[src/mcbq_pkg.sv]
// ----------------------------------------------------------------------------
// mcbq_pkg
// shared types, codes and defaults of the broadcast queue with reader counts
// ----------------------------------------------------------------------------
package mcbq_pkg;

   // default sizes handed to the top level parameters
   localparam int DEPTH_DEFAULT           = 16;
   localparam int DATA_WIDTH_DEFAULT      = 32;
   localparam int MAX_SUBSCRIBERS_DEFAULT = 255;

   // operation codes on the request channel
   typedef enum logic [2:0] {
      CMD_SUBSCRIBE   = 3'd0,
      CMD_UNSUBSCRIBE = 3'd1,
      CMD_PUSH        = 3'd2,
      CMD_POP         = 3'd3,
      CMD_HAS         = 3'd4
   } cmd_code_type;

   // result status codes
   typedef enum logic [2:0] {
      STATUS_OK        = 3'd0,
      STATUS_NO_ENTRY  = 3'd1,
      STATUS_FULL      = 3'd2,
      STATUS_DROPPED   = 3'd3,
      STATUS_SUB_LIMIT = 3'd4
   } status_code_type;

   // request transfer payload
   typedef struct packed {
      logic [2:0]  cmd;
      logic [31:0] entry_index;
      logic [31:0] push_word;
   } req_payload_type;

   // response transfer payload
   typedef struct packed {
      logic [2:0]  status;
      logic [31:0] next_index;
      logic [31:0] pop_word;
      logic        present;
      logic [4:0]  occupancy;
      logic        notify;
   } rsp_payload_type;

   // controller to datapath commands
   typedef struct packed {
      logic capture;
      logic exec;
      logic pop_write;
      logic walk_read;
      logic walk_write;
      logic retire_read;
      logic retire_step;
      logic load_out;
   } ctl_cmd_type;

   // datapath to controller status
   typedef struct packed {
      logic [2:0] cmd;
      logic       pop_hit;
      logic       unsub_walk;
      logic       walk_last;
      logic       fill_zero;
      logic       head_free;
   } dp_status_type;

endpackage

[src/multi_consumer_broadcast_queue_unit.sv]
// ----------------------------------------------------------------------------
// multi_consumer_broadcast_queue_unit
// broadcast queue whose words each carry a count of readers still to take them
// ----------------------------------------------------------------------------
// One request is handled at a time; the finished response sits in an output
// register so the next request is taken while it waits. Subscribe, push, has,
// unknown codes and a pop or unsubscribe that touches nothing go from the
// capture state through execute straight to the done state. A pop of a held
// entry writes back its decremented reader count, then runs the head
// retirement scan; an unsubscribe decrements the count of each entry from its
// start index to the tail, then runs the retirement scan. The scan ends at
// once when the queue is empty, else reads each head entry in turn and
// retires it while its count is zero. A stalled response still in the output
// register holds the finished result until it transfers. Each entry update is
// a read and then a write, through the single read and single write port of
// the count memory, whose read data is registered.
// No clearing pass after reset is needed.
// ----------------------------------------------------------------------------
module multi_consumer_broadcast_queue_unit #(
   parameter int DEPTH           = mcbq_pkg::DEPTH_DEFAULT,
   parameter int DATA_WIDTH      = mcbq_pkg::DATA_WIDTH_DEFAULT,
   parameter int MAX_SUBSCRIBERS = mcbq_pkg::MAX_SUBSCRIBERS_DEFAULT
) (
   input  logic                      clock,
   input  logic                      reset,
   input  logic                      req_valid,
   output logic                      req_stall,
   input  mcbq_pkg::req_payload_type  req_payload,
   output logic                      rsp_valid,
   input  logic                      rsp_stall,
   output mcbq_pkg::rsp_payload_type rsp_payload,
   input  logic                      csr_valid,
   output logic                      csr_ready,
   input  logic                      csr_data
);

   mcbq_pkg::ctl_cmd_type   ctl_cmd;
   mcbq_pkg::dp_status_type dp_status;

   // register writes are always taken
   assign csr_ready = 1'b1;

   mcbq_ctrl u_ctrl (
      .clock     (clock),
      .reset     (reset),
      .req_valid (req_valid),
      .req_stall (req_stall),
      .rsp_valid (rsp_valid),
      .rsp_stall (rsp_stall),
      .dp_status (dp_status),
      .ctl_cmd   (ctl_cmd)
   );

   mcbq_dp #(
      .DEPTH           (DEPTH),
      .DATA_WIDTH      (DATA_WIDTH),
      .MAX_SUBSCRIBERS (MAX_SUBSCRIBERS)
   ) u_dp (
      .clock       (clock),
      .reset       (reset),
      .req_payload (req_payload),
      .csr_write   (csr_valid && csr_ready),
      .csr_data    (csr_data),
      .rsp_payload (rsp_payload),
      .ctl_cmd     (ctl_cmd),
      .dp_status   (dp_status)
   );

   // one request in flight: a transfer is followed by stall
   a_one_in_flight: assert property (@(posedge clock) disable iff (reset)
      (req_valid && !req_stall) |=> req_stall)
      else $error("request taken while another is in flight");

   // a waiting response is never overwritten
   a_no_overwrite: assert property (@(posedge clock) disable iff (reset)
      ctl_cmd.load_out |-> !(rsp_valid && rsp_stall))
      else $error("output register loaded while response stalled");

   // notify only comes with a stored push
   a_notify_ok: assert property (@(posedge clock) disable iff (reset)
      (rsp_valid && rsp_payload.notify) |-> (rsp_payload.status == mcbq_pkg::STATUS_OK))
      else $error("notify raised on a failed operation");

   // only a drained head entry of a non-empty queue is retired
   a_retire_drained: assert property (@(posedge clock) disable iff (reset)
      ctl_cmd.retire_step |-> (dp_status.head_free && !dp_status.fill_zero))
      else $error("retired an entry that still has readers");

endmodule

[src/mcbq_ctrl.sv]
// ----------------------------------------------------------------------------
// mcbq_ctrl
// operation sequencer: accepts one request, steps the datapath, hands the result
// ----------------------------------------------------------------------------
module mcbq_ctrl (
   input  logic                   clock,
   input  logic                   reset,
   input  logic                   req_valid,
   output logic                   req_stall,
   output logic                   rsp_valid,
   input  logic                   rsp_stall,
   input  mcbq_pkg::dp_status_type dp_status,
   output mcbq_pkg::ctl_cmd_type   ctl_cmd
);

   typedef enum logic [8:0] {
      ST_IDLE    = 9'b000000001,
      ST_EXEC    = 9'b000000010,
      ST_POP_WR  = 9'b000000100,
      ST_UNS_RD  = 9'b000001000,
      ST_UNS_WR  = 9'b000010000,
      ST_RET_RD  = 9'b000100000,
      ST_RET_CHK = 9'b001000000,
      ST_DONE    = 9'b010000000,
      ST_SPARE   = 9'b100000000
   } state_type;

   state_type state_ff, state_in;
   logic      rsp_valid_ff, rsp_valid_in;

   // next state and commands
   always_comb begin
      state_in = state_ff;
      ctl_cmd  = '0;
      unique case (state_ff)
         ST_IDLE: begin
            if (req_valid) begin
               ctl_cmd.capture = 1'b1;
               state_in        = ST_EXEC;
            end
         end
         ST_EXEC: begin
            ctl_cmd.exec = 1'b1;
            if (dp_status.cmd == mcbq_pkg::CMD_POP) begin
               state_in = dp_status.pop_hit ? ST_POP_WR : ST_DONE;
            end else if (dp_status.cmd == mcbq_pkg::CMD_UNSUBSCRIBE) begin
               state_in = dp_status.unsub_walk ? ST_UNS_WR : ST_DONE;
            end else begin
               state_in = ST_DONE;
            end
         end
         ST_POP_WR: begin
            ctl_cmd.pop_write = 1'b1;
            state_in          = ST_RET_RD;
         end
         ST_UNS_RD: begin
            ctl_cmd.walk_read = 1'b1;
            state_in          = ST_UNS_WR;
         end
         ST_UNS_WR: begin
            ctl_cmd.walk_write = 1'b1;
            state_in           = dp_status.walk_last ? ST_RET_RD : ST_UNS_RD;
         end
         ST_RET_RD: begin
            if (dp_status.fill_zero) begin
               state_in = ST_DONE;
            end else begin
               ctl_cmd.retire_read = 1'b1;
               state_in            = ST_RET_CHK;
            end
         end
         ST_RET_CHK: begin
            if (dp_status.head_free) begin
               ctl_cmd.retire_step = 1'b1;
               state_in            = ST_RET_RD;
            end else begin
               state_in = ST_DONE;
            end
         end
         ST_DONE: begin
            // output register free or emptied this cycle
            if (!rsp_valid_ff || !rsp_stall) begin
               ctl_cmd.load_out = 1'b1;
               state_in         = ST_IDLE;
            end
         end
         default: begin
            state_in = ST_IDLE;
         end
      endcase
   end

   // response valid holds until its transfer
   always_comb begin
      if (ctl_cmd.load_out) begin
         rsp_valid_in = 1'b1;
      end else begin
         rsp_valid_in = rsp_valid_ff && rsp_stall;
      end
   end

   always_ff @(posedge clock) begin
      if (reset) begin
         state_ff     <= ST_IDLE;
         rsp_valid_ff <= 1'b0;
      end else begin
         state_ff     <= state_in;
         rsp_valid_ff <= rsp_valid_in;
      end
   end

   assign req_stall = (state_ff != ST_IDLE);
   assign rsp_valid = rsp_valid_ff;

endmodule

[src/mcbq_dp.sv]
// ----------------------------------------------------------------------------
// mcbq_dp
// queue datapath: word and count memories, head pointers, walk counter, result
// ----------------------------------------------------------------------------
module mcbq_dp #(
   parameter int DEPTH           = mcbq_pkg::DEPTH_DEFAULT,
   parameter int DATA_WIDTH      = mcbq_pkg::DATA_WIDTH_DEFAULT,
   parameter int MAX_SUBSCRIBERS = mcbq_pkg::MAX_SUBSCRIBERS_DEFAULT
) (
   input  logic                     clock,
   input  logic                     reset,
   input  mcbq_pkg::req_payload_type req_payload,
   input  logic                     csr_write,
   input  logic                     csr_data,
   output mcbq_pkg::rsp_payload_type rsp_payload,
   input  mcbq_pkg::ctl_cmd_type     ctl_cmd,
   output mcbq_pkg::dp_status_type   dp_status
);

   localparam int SLOT_W = $clog2(DEPTH);
   localparam int FILL_W = $clog2(DEPTH + 1);
   localparam int SUB_W  = $clog2(MAX_SUBSCRIBERS + 1);
   localparam int SUM_W  = FILL_W + 1;

   localparam logic [SLOT_W-1:0] LAST_SLOT = SLOT_W'(DEPTH - 1);
   localparam logic [FILL_W-1:0] FULL_FILL = FILL_W'(DEPTH);
   localparam logic [SUM_W-1:0]  DEPTH_SUM = SUM_W'(DEPTH);
   localparam logic [SUB_W-1:0]  SUB_LIMIT = SUB_W'(MAX_SUBSCRIBERS);

   // slot of an offset from the head, offset at most DEPTH
   function automatic logic [SLOT_W-1:0] slot_of(input logic [SLOT_W-1:0] base,
                                                input logic [FILL_W-1:0] off);
      logic [SUM_W-1:0] sum;
      sum = SUM_W'(base) + SUM_W'(off);
      if (sum >= DEPTH_SUM) begin
         sum = sum - DEPTH_SUM;
      end
      return sum[SLOT_W-1:0];
   endfunction

   function automatic logic [SLOT_W-1:0] slot_inc(input logic [SLOT_W-1:0] s);
      return (s == LAST_SLOT) ? '0 : s + 1'b1;
   endfunction

   // storage
   logic [DATA_WIDTH-1:0] word_mem [DEPTH];
   logic [SUB_W-1:0]      count_mem [DEPTH];
   logic [DATA_WIDTH-1:0] rd_word_ff;
   logic [SUB_W-1:0]      rd_count_ff;

   // queue control state
   logic [31:0]       head_abs_ff, head_abs_in;
   logic [SLOT_W-1:0] head_slot_ff, head_slot_in;
   logic [FILL_W-1:0] fill_ff, fill_in;
   logic [SUB_W-1:0]  subs_ff, subs_in;
   logic              notify_en_ff, notify_en_in;

   // captured request and walk state
   logic [2:0]            cmd_ff;
   logic [DATA_WIDTH-1:0] word_ff;
   logic [FILL_W-1:0]     off_ff;
   logic                  hit_ff;
   logic                  walk_ok_ff;
   logic [SLOT_W-1:0]     walk_slot_ff;
   logic [FILL_W-1:0]     walk_left_ff;

   // result under construction and output register
   logic [2:0]                res_status_ff;
   logic [31:0]               res_next_ff;
   logic [31:0]               res_pop_ff;
   logic                      res_present_ff;
   logic                      res_notify_ff;
   mcbq_pkg::rsp_payload_type out_ff;

   // combinational helpers
   logic [31:0]       offset;
   logic [31:0]       fill_ext;
   logic [63:0]       push_ext;
   logic [63:0]       pop_ext;
   logic              req_hit;
   logic [SLOT_W-1:0] start_slot;
   logic [SLOT_W-1:0] tail_slot;
   logic [SLOT_W-1:0] rd_addr;
   logic [SUB_W-1:0]  count_dec;
   logic              push_ok;
   logic              word_we;
   logic              count_we;
   logic [SLOT_W-1:0] wr_addr;
   logic [SUB_W-1:0]  wr_count;

   // index distance from the head of the incoming request
   assign offset   = req_payload.entry_index - head_abs_ff;
   assign fill_ext = 32'(fill_ff);
   assign req_hit  = (offset < fill_ext);
   assign push_ext = 64'(req_payload.push_word);
   assign pop_ext  = 64'(rd_word_ff);

   assign start_slot = slot_of(head_slot_ff, off_ff);
   assign tail_slot  = slot_of(head_slot_ff, fill_ff);
   assign count_dec  = (rd_count_ff == '0) ? '0 : rd_count_ff - 1'b1;
   assign push_ok    = (subs_ff != '0) && (fill_ff != FULL_FILL);

   // memory port selection
   always_comb begin
      if (ctl_cmd.walk_read) begin
         rd_addr = walk_slot_ff;
      end else if (ctl_cmd.retire_read) begin
         rd_addr = head_slot_ff;
      end else begin
         rd_addr = start_slot;
      end
      word_we  = ctl_cmd.exec && (cmd_ff == mcbq_pkg::CMD_PUSH) && push_ok;
      count_we = word_we || ctl_cmd.pop_write || ctl_cmd.walk_write;
      wr_addr  = word_we ? tail_slot : walk_slot_ff;
      wr_count = word_we ? subs_ff : count_dec;
   end

   always_ff @(posedge clock) begin
      if (word_we) begin
         word_mem[wr_addr] <= word_ff;
      end
      if (count_we) begin
         count_mem[wr_addr] <= wr_count;
      end
      rd_word_ff  <= word_mem[rd_addr];
      rd_count_ff <= count_mem[rd_addr];
   end

   // queue control state updates
   always_comb begin
      head_abs_in  = head_abs_ff;
      head_slot_in = head_slot_ff;
      fill_in      = fill_ff;
      subs_in      = subs_ff;
      notify_en_in = notify_en_ff;
      if (csr_write) begin
         notify_en_in = csr_data;
      end
      if (ctl_cmd.exec) begin
         if (cmd_ff == mcbq_pkg::CMD_SUBSCRIBE) begin
            if (subs_ff < SUB_LIMIT) begin
               subs_in = subs_ff + 1'b1;
            end
         end else if (cmd_ff == mcbq_pkg::CMD_UNSUBSCRIBE) begin
            if (subs_ff != '0) begin
               subs_in = subs_ff - 1'b1;
            end
         end else if (cmd_ff == mcbq_pkg::CMD_PUSH) begin
            if (push_ok) begin
               fill_in = fill_ff + 1'b1;
            end
         end
      end
      // retire a drained head entry
      if (ctl_cmd.retire_step) begin
         head_abs_in  = head_abs_ff + 32'd1;
         head_slot_in = slot_inc(head_slot_ff);
         fill_in      = fill_ff - 1'b1;
      end
   end

   always_ff @(posedge clock) begin
      if (reset) begin
         head_abs_ff  <= '0;
         head_slot_ff <= '0;
         fill_ff      <= '0;
         subs_ff      <= '0;
         notify_en_ff <= 1'b0;
      end else begin
         head_abs_ff  <= head_abs_in;
         head_slot_ff <= head_slot_in;
         fill_ff      <= fill_in;
         subs_ff      <= subs_in;
         notify_en_ff <= notify_en_in;
      end
   end

   // request capture, walk pointer and result fields
   always_ff @(posedge clock) begin
      if (ctl_cmd.capture) begin
         cmd_ff         <= req_payload.cmd;
         word_ff        <= push_ext[DATA_WIDTH-1:0];
         off_ff         <= offset[31] ? '0 : offset[FILL_W-1:0];
         hit_ff         <= req_hit;
         walk_ok_ff     <= offset[31] ? (fill_ff != '0) : req_hit;
         res_status_ff  <= mcbq_pkg::STATUS_OK;
         res_next_ff    <= '0;
         res_pop_ff     <= '0;
         res_present_ff <= 1'b0;
         res_notify_ff  <= 1'b0;
      end
      if (ctl_cmd.exec) begin
         walk_slot_ff <= start_slot;
         walk_left_ff <= fill_ff - off_ff;
         if (cmd_ff == mcbq_pkg::CMD_SUBSCRIBE) begin
            res_next_ff <= head_abs_ff + fill_ext;
            if (subs_ff >= SUB_LIMIT) begin
               res_status_ff <= mcbq_pkg::STATUS_SUB_LIMIT;
            end
         end else if (cmd_ff == mcbq_pkg::CMD_PUSH) begin
            if (subs_ff == '0) begin
               res_status_ff <= mcbq_pkg::STATUS_DROPPED;
            end else if (fill_ff == FULL_FILL) begin
               res_status_ff <= mcbq_pkg::STATUS_FULL;
            end else begin
               res_notify_ff <= notify_en_ff;
            end
         end else if (cmd_ff == mcbq_pkg::CMD_POP) begin
            if (!hit_ff) begin
               res_status_ff <= mcbq_pkg::STATUS_NO_ENTRY;
            end
         end else if (cmd_ff == mcbq_pkg::CMD_HAS) begin
            res_present_ff <= hit_ff;
         end
      end
      if (ctl_cmd.pop_write) begin
         res_pop_ff <= pop_ext[31:0];
      end
      // step the unsubscribe walk
      if (ctl_cmd.walk_write) begin
         walk_slot_ff <= slot_inc(walk_slot_ff);
         walk_left_ff <= walk_left_ff - 1'b1;
      end
      if (ctl_cmd.load_out) begin
         out_ff.status     <= res_status_ff;
         out_ff.next_index <= res_next_ff;
         out_ff.pop_word   <= res_pop_ff;
         out_ff.present    <= res_present_ff;
         out_ff.occupancy  <= fill_ext[4:0];
         out_ff.notify     <= res_notify_ff;
      end
   end

   // status to the controller
   always_comb begin
      dp_status.cmd        = cmd_ff;
      dp_status.pop_hit    = hit_ff;
      dp_status.unsub_walk = (subs_ff != '0) && walk_ok_ff;
      dp_status.walk_last  = (walk_left_ff == FILL_W'(1));
      dp_status.fill_zero  = (fill_ff == '0);
      dp_status.head_free  = (rd_count_ff == '0);
   end

   assign rsp_payload = out_ff;

endmodule
[config.mk]
export PLATFORM = sky130hd
export DESIGN_NAME = multi_consumer_broadcast_queue_unit
export DESIGN_NICKNAME = d
export VERILOG_FILES = /design/src/mcbq_pkg.sv /design/src/multi_consumer_broadcast_queue_unit.sv /design/src/mcbq_ctrl.sv /design/src/mcbq_dp.sv
export SDC_FILE = /design/constraint.sdc
export NUM_CORES = 1
export LEC_CHECK = 0
export ABC_AREA = 1
export BUFFER_PORTS_ARGS = -buffer_cell sky130_fd_sc_hd__buf_2
export CORE_MARGIN = 3
export CORE_UTILIZATION = 35
export CTS_CLUSTER_DIAMETER = 40
export DETAILED_ROUTE_END_ITERATION = 10
export GPL_ROUTABILITY_DRIVEN = 0
export PLACE_DENSITY_LB_ADDON = 0.25
export SLEW_MARGIN = 20
export SYNTH_ARGS = -nofsm -noshare
export SYNTH_HDL_FRONTEND = slang
export SYNTH_SLANG_ARGS = --single-unit
[constraint.sdc]
create_clock -name clock -period 6.3 [get_ports clock]
set_input_delay 0.63 -clock clock [delete_from_list [all_inputs] [get_ports clock]]
set_output_delay 0.63 -clock clock [all_outputs]
set_load 0.005 [all_outputs]
==> impl_summary.log, run 1 <==
[metrics] maximum number of pins on one net before global-route repair: 196
[metrics] FF-to-FF setup slack: 2.12 ns
[metrics] number of global-route vias before repair: 28,400
[metrics] Core Util, Final: 41.2%
[metrics] peak fanout along the critical path: 17
[metrics] critical path cell sequence: inv_1, nand3_1, nor2_1, nor2_1, nand2_2, inv_1, o21ai_0, nand2_1, inv_1, nand2_1, nor2_4, buf_4
[metrics] setup slack at placement: 2.11 ns
[metrics] post-route fraction of the period consumed by the critical path: 66.4%
[metrics] leakage power: 0.0207 uW
[metrics] die span in x: 354 um
[metrics] number of cells produced by synthesis: 4,377
[metrics] Root Driver: clkbuf_16
[metrics] share of async-settable or async-resettable flops after synthesis: 0%
[metrics] CTS tree: built
[metrics] post-route cell area: 49,600 um2
[metrics] mean cell area of the mapped netlist: 9.70 um2
[metrics] CTS H-Tree Depth: 4
[metrics] quantity of hold-fixing buffers added after cts: 0
[metrics] detailed-placement wirelength estimate: 70.0 mm
[metrics] pins over their slew limit: 0
[metrics] Crit path largest cell delay: 0.61 ns
[metrics] Max-Cap Viols: 0
[metrics] die outline area: 126,000 um2
[metrics] minimum clock period after layout: 4.18 ns
[metrics] post-synthesis sequential area ratio: 62.8%
[metrics] final worst-path setup slack: 2.12 ns
[metrics] Core ar.: 120,000 um2
[metrics] number of nets in the final layout: 4,691
[metrics] Post-Route WL: 116 mm
[metrics] vias post-DR: 30,000
[metrics] endpoint required time on the critical path: 6.70 ns
[metrics] largest voltage drop on the vdd net: 0.340 mV
[metrics] detailed-route vias per instance: 4.79
[metrics] Setup-failing EPs final: 0
[metrics] pin slew with the least headroom to its limit: 1.12 ns
[metrics] launch instance of the worst register-to-register path: u_dp.fill_ff[1]
[metrics] number of unique standard cell types used by synthesis: 54
[metrics] wire length of the first global-routing pass: 176 mm
[metrics] TritonCTS buffer count: 130
[metrics] Main synth FF type: edfxtp_1
[metrics] input/output buffers: 148
[metrics] #FFs+latches synth: 933
[metrics] number of synthesis warnings: 0
[metrics] share of the synthesized area in the top cell type: 56.4%
[metrics] Worst R2R End: u_dp.word_mem[11][5]
[metrics] Fmax achieved: 239 MHz
[metrics] total net switching power: 3770 uW
[metrics] synth top area cells: edfxtp_1 (56%), nand2_1 (9.4%), inv_1 (7.1%)
[metrics] internal power: 11,700 uW
[metrics] kind of capture point of the worst setup path: register
[metrics] worst endpoint data arrival time: 4.59 ns
[metrics] number of placement rows: 127
[metrics] switching power share of the total: 24.4%
[metrics] critical-path cell with the highest stage delay: nor2_4
[metrics] Placed Cells incl. Taps: 6,025
[metrics] number of flops mapped to enable cells by yosys: 797
[metrics] number of cells upsized or downsized after cts: 0
[metrics] destination of the worst hold path: u_dp.word_ff[23]
[metrics] total congestion overflow: 0
[metrics] area post-placement: 45,100 um2
[metrics] Routed Antenna Nets: 0
[metrics] post-synthesis net count: 4,522
[metrics] number of top-level pins: 150
[metrics] GRT Resource Usage Total: 18.3%
[metrics] detail-routed net length per standard cell: 18.6 um
[metrics] post-CTS setup repair buffer count: 0
[metrics] worst clock skew on the final layout: 0.0546 ns
[metrics] Hold Startpoint: req_payload[23]
[metrics] top post-synthesis cells by count: nand2_1 (1,069), inv_1 (806), edfxtp_1 (797)
[metrics] final standard cell count with taps included and fillers excluded: 6,266
[metrics] ratio of cells with drive above 1 in the final layout: 10.2%
[metrics] Worst R2R Path Depth: 12
[metrics] detailed-routing iteration count for the pre-antenna-repair pass: 6
[metrics] worst slew margin relative to its limit: 24.8%
[metrics] startpoint kind of the worst setup timing path: register
[metrics] synthesis-to-finish area growth: 16.7%
[metrics] worst-skew pair later-pin latency: 0.74 ns
[metrics] count of final hold-check violations: 0
[metrics] Worst Hold Path Cells: 1
[metrics] maximum count of clock buffers along a single path: 3
[metrics] number of antenna violations at the first check in global routing: 4
[metrics] library cell with the largest summed area after synthesis: edfxtp_1
[metrics] drt initial violations: 2,415
[metrics] initial cell density of the core: 35.4%
[metrics] power density cells: 312 nW/um2
[metrics] most frequent cell after synthesis: nand2_1
[metrics] number of inserted diodes: 0
[metrics] critical path type: reg2reg
[metrics] Final TNS setup: 0 ns
[metrics] CTS sink count: 933
[metrics] status: complete, no violations
[metrics] height of the chip: 354 um
[metrics] worst hold path class: in2reg
[metrics] sequential cell fraction of total power: 45.5%
[metrics] clock power share: 47.3%
[metrics] Worst path most repeated cell: inv_1
[metrics] setup repair after global routing missed its margin: no
[metrics] DRC viols: 0
[metrics] CTS clock-pin slew for the worst setup and hold paths: 0.06 ns
[metrics] relative contribution of combinational cells to total power: 7.3%
[metrics] Synth Cell Area: 42,500 um2
-- layout make-up --
cell class              count  area (um2)
multi-input cells        2462       12200
repair buffers            203        1240
fillers                 11800       70600
clock inverters            81         865
well taps                1612        2020
inverters                 816        3080
clock buffers             159        3530
flip-flops and latches    933       26700
-- registers in the layout, summed over array words and instances, names as in the netlist, 5 cells and up --
signal / cells
u_dp.word_mem: 512
u_dp.word_ff: 32
u_dp.walk_left_ff: 5
u_ctrl.state_ff: 8
u_dp.res_pop_ff: 32
u_dp.fill_ff: 5
u_dp.res_next_ff: 32
u_dp.count_mem: 128
u_dp.subs_ff: 8
u_dp.rsp_payload: 74
u_dp.rd_word_ff: 32
u_dp.rd_count_ff: 8
u_dp.off_ff: 5
u_dp.head_abs_ff: 32
-- how the worst max path moves through the flow --
stage	startpoint	slack, ns	cells past startpoint	endpoint
after floorplan	u_ctrl.state_ff[0]	1.77	5	u_dp.rsp_payload[0]
after global placement	u_dp.fill_ff[1]	2.16	11	u_dp.word_mem[4][19]
after detailed placement	u_dp.fill_ff[1]	2.11	11	u_dp.word_mem[7][16]
after CTS	u_dp.fill_ff[1]	2.06	11	u_dp.word_mem[7][26]
after global routing	u_dp.fill_ff[1]	1.84	12	u_dp.word_mem[14][28]
final	u_dp.fill_ff[1]	2.12	12	u_dp.word_mem[11][5]
-- layer usage --
| layer | up-vias | wire, um | global-route usage (%) |
|---|---|---|---|
| li1 | 14700 | - | - |
| met1 | 14300 | 51000 | 24.4 |
| met2 | 861 | 55300 | 30.1 |
| met3 | 189 | 6950 | 3.60 |
| met4 | 2 | 3110 | 5.92 |
| met5 | - | 11 | 0 |
-- stage by stage --
step | hold slack (ns) | power (uW)
after floorplan | 0.400 | 7830
after global placement | 0.400 | 8280
after detailed placement | 0.407 | 8290
after CTS | 0.00957 | 15600
after global routing | 0.0210 | 16000
final | 0.0634 | 15400
-- cells in the final DEF, fill, tap and decap left out, types with 5 or more instances in the layout --
cell | netlist | final
nor2_1 | 202 | 193
nor2_4 | 1 | 10
a211oi_1 | 6 | 6
bufinv_16 | 0 | 10
ha_1 | 65 | 65
clkinv_2 | 0 | 16
a31oi_1 | 7 | 7
buf_4 | 15 | 49
nor3_2 | 0 | 13
nand3_1 | 570 | 570
clkbuf_16 | 0 | 135
inv_2 | 8 | 7
nor4_1 | 12 | 12
clkinvlp_4 | 0 | 18
fa_1 | 7 | 7
xor2_1 | 43 | 43
inv_8 | 0 | 7
nor3_1 | 63 | 50
inv_1 | 806 | 804
buf_12 | 0 | 5
and2_1 | 7 | 7
clkbuf_1 | 87 | 18
nand3b_1 | 84 | 84
o22ai_1 | 11 | 9
edfxtp_1 | 797 | 797
nand4_1 | 34 | 34
o21ai_0 | 148 | 148
buf_2 | 53 | 148
xnor2_1 | 12 | 12
clkinv_1 | 2 | 10
nand2_1 | 1069 | 1066
a21oi_1 | 81 | 81
dfxtp_1 | 136 | 136
inv_6 | 0 | 9
clkbuf_8 | 0 | 6
clkinv_4 | 0 | 12
-- power by group through the flow --
stage,combinational [uW],clock [uW],sequential [uW]
after floorplan,738,0,7090
after global placement,1130,0,7150
after detailed placement,1130,0,7150
after CTS,1140,7450,7030
after global routing,1260,7740,7040
final,1120,7300,7020
-- logic make-up (layout without fill, tap and decap cells) --
family                   after synthesis  after routing  share of synthesized area [%]
AO/OA/AOI/OAI                        269            269                           3.37
XOR/XNOR                              55             55                           1.13
adder cells (fa/ha/maj)               72             72                           2.24
buffers and inverters                982           1259                           9.02
flip-flops                           933            933                           62.8
multiplexers                           1              1                         0.0236
other                                  1              1                        0.00883
AND/OR/NAND/NOR                     2064           2064                           21.4
-- worst max-delay path: cells and delay by family, from the launching register on --
family	cells	cell delay (ns)
buf+inv	4	1.07
flops	1	0.38
compound gates	1	0.54
simple gates	7	1.86
Note: power is estimated with default switching activity, not from simulation.
==> run 2: changes to the inputs <==
ABC_AREA = 0   (was 1)
clock period = 4.2 ns   (was 6.3 ns; I/O delays follow)
==> impl_summary.log, run 2 <==
[metrics] total congestion overflow: 0
[metrics] Fmax achieved: 249 MHz
[metrics] critical path type: reg2reg
[metrics] endpoint required time on the critical path: 4.71 ns
[metrics] worst endpoint data arrival time: 4.52 ns
[metrics] number of antenna violations at the first check in global routing: 1
[metrics] startpoint kind of the worst setup timing path: register
[metrics] minimum clock period after layout: 4.01 ns
[metrics] share of the synthesized area in the top cell type: 63.4%
[metrics] input/output buffers: 148
[metrics] number of placement rows: 119
[metrics] post-synthesis sequential area ratio: 70.7%
[metrics] library cell with the largest summed area after synthesis: edfxtp_1
[metrics] top post-synthesis cells by count: edfxtp_1 (797), nand2_1 (177), mux4_2 (160)
[metrics] count of final hold-check violations: 0
[metrics] detailed-route vias per instance: 5.17
[metrics] register with the most flip-flops: u_dp.word_mem
[metrics] kind of capture point of the worst setup path: register
[metrics] maximum number of pins on one net before global-route repair: 60
[metrics] setup repair after global routing missed its margin: no
[metrics] maximum count of clock buffers along a single path: 3
[metrics] CTS clock-pin slew for the worst setup and hold paths: 0.05 ns
[metrics] height of the chip: 334 um
[metrics] critical-path cell with the highest stage delay: or4_4
[metrics] CTS H-Tree Depth: 4
[metrics] Final TNS setup: 0 ns
[metrics] largest voltage drop on the vdd net: 0.347 mV
[metrics] synthesis-to-finish area growth: 21.1%
[metrics] peak fanout along the critical path: 2
[metrics] GRT Resource Usage Total: 16.3%
[metrics] number of unique standard cell types used by synthesis: 77
[metrics] critical path cell sequence: ha_1, fa_1, nor2b_1, o21ai_0, nand2b_1, xnor2_1, inv_1, ha_1, a21oi_1, o221ai_1, a2111oi_0, nand4_1, a2111oi_2, nand4_1, or4_4, o41ai_2
[metrics] initial cell density of the core: 35.5%
[metrics] worst slew margin relative to its limit: 30.8%
[metrics] post-synthesis net count: 2,459
[metrics] Largest register FFs: 512
[metrics] number of inserted diodes: 0
[metrics] post-route fraction of the period consumed by the critical path: 95.5%
[metrics] #FFs+latches synth: 933
[metrics] fill count: 9,475
[metrics] CTS sink count: 933
[metrics] number of nets in the final layout: 2,769
[metrics] flip-flop and latch area: 26,700 um2
[metrics] most common cell after layout, fill and taps aside: edfxtp_1
[metrics] wire length of the first global-routing pass: 138 mm
[metrics] number of cells upsized or downsized after cts: 0
[metrics] worst-case hold slack: 0.321 ns
[metrics] number of cells produced by synthesis: 2,314
[metrics] number of flops mapped to enable cells by yosys: 797
[metrics] DRC viols: 0
[metrics] share of async-settable or async-resettable flops after synthesis: 0%
[metrics] Setup-failing EPs final: 0
[metrics] drt initial violations: 1,797
[metrics] most frequent cell after synthesis: edfxtp_1
[metrics] Synth Cell Area: 37,700 um2
[metrics] detail-routed net length per standard cell: 22.2 um
[metrics] cell class contributing the biggest share of worst-path delay: compound AO/OA/AOI/OAI gates
[metrics] Main synth FF type: edfxtp_1
[metrics] pin slew with the least headroom to its limit: 1.04 ns
[metrics] Max-Cap Viols: 0
[metrics] Post-Route WL: 91.3 mm
[metrics] number of global-route vias before repair: 22,100
[metrics] vias post-DR: 21,300
[metrics] leakage power: 0.0154 uW
[metrics] area of the multi-input gates: 10,500 um2
[metrics] worst clock skew on the final layout: 0.0612 ns
[metrics] number of top-level pins: 150
[metrics] Core ar.: 106,000 um2
[metrics] die outline area: 112,000 um2
[metrics] worst path bufs/invs: 1
[metrics] Routed Antenna Nets: 0
[metrics] Crit path largest cell delay: 0.56 ns
[metrics] power density cells: 498 nW/um2
[metrics] Root Driver: clkbuf_16
[metrics] most frequent cells in the layout: edfxtp_1 (797), nand2_1 (176), mux4_2 (160)
[metrics] TritonCTS buffer count: 131
[metrics] number of synthesis warnings: 0
[metrics] detailed-routing iteration count for the pre-antenna-repair pass: 5
[metrics] pins over their slew limit: 0
[metrics] synth top area cells: edfxtp_1 (63%), mux4_2 (9.6%), dfxtp_1 (7.2%)
[metrics] ratio of cells with drive above 1 in the final layout: 23.6%
[metrics] worst-skew pair later-pin latency: 0.73 ns
[metrics] worst hold path class: in2reg
[metrics] die span in x: 334 um
[metrics] detailed-placement wirelength estimate: 54.2 mm
[metrics] CTS tree: built
[metrics] mean cell area of the mapped netlist: 16.3 um2
[metrics] status: complete, no violations
## run 2: metrics by stage
stage / instances / instance area, um2 / setup slack [ns] / utilization (%) / total power (uW)
after floorplan: 2314 / 37700 / 0.236 / - / 11600
after global placement: 3843 / 40900 / 0.107 / 38.6 / 12200
after detailed placement: 3843 / 40900 / 0.0494 / 38.6 / 12200
after CTS: 4123 / 45700 / 0.232 / 43.0 / 23100
after global routing: 4123 / 45700 / 0.00787 / 43.0 / 23600
final: 4123 / 45700 / 0.188 / 43.0 / 22800
## run 2: final cells by class
cell class              instances  share of cell area [%]
flip-flops and latches        933                    58.3
multi-input cells            1217                    23.0
clock buffers                 168                    7.74
repair buffers                273                    4.71
well taps                    1391                    3.81
clock inverters                73                    1.81
inverters                      68                   0.559
## run 2: cell families after synthesis
group           Yosys count  share of synthesized area, %
fa+ha+maj                72                          2.53
compound gates          346                          6.05
other cells               1                       0.00994
mux                     173                          9.90
flops                   933                          70.7
xor+xnor                102                          2.37
buf+inv                 164                          1.93
simple gates            523                          6.55
## run 2: worst paths after layout
check | startpoint | to | slack (ns) | cells after the start
setup / recovery | u_dp.head_abs_ff[0] | u_dp.walk_ok_ff | 0.19 | 16
hold / removal | req_payload[32] | u_dp.off_ff[0] | 0.32 | 4
setup reg to reg | u_dp.head_abs_ff[0] | u_dp.walk_ok_ff | 0.19 | 16
hold reg to reg | u_dp.res_next_ff[4] | u_dp.rsp_payload[43] | 0.41 | 0
## run 2: metal layers
| layer | share of wire [%] | wire length (um) | GRT usage (%) | vias up |
|---|---|---|---|---|
| met5 | 0 | 0 | 0 | - |
| met4 | 2.5 | 2290 | 5.39 | 0 |
| met3 | 5.2 | 4760 | 2.87 | 163 |
| met2 | 48 | 44300 | 26.9 | 658 |
| met1 | 44 | 40000 | 22.0 | 10900 |
| li1 | - | - | - | 9660 |
## run 2: tightest hold or removal path: stages
cell and delay (ns):
buf_2 0.10, inv_1 0.06, ha_1 0.20, nor2_1 0.06
## run 2: what timing repair did
action,CTS,global route
endpoints found under the hold margin,38,0
buffers inserted,0,0
hold buffers,39,0
## run 2: where the power goes
group	total, uW	internal, uW	switching (uW)
Sequential	10500	10400	160
Clock	10700	6600	4140
Combinational	1470	622	852
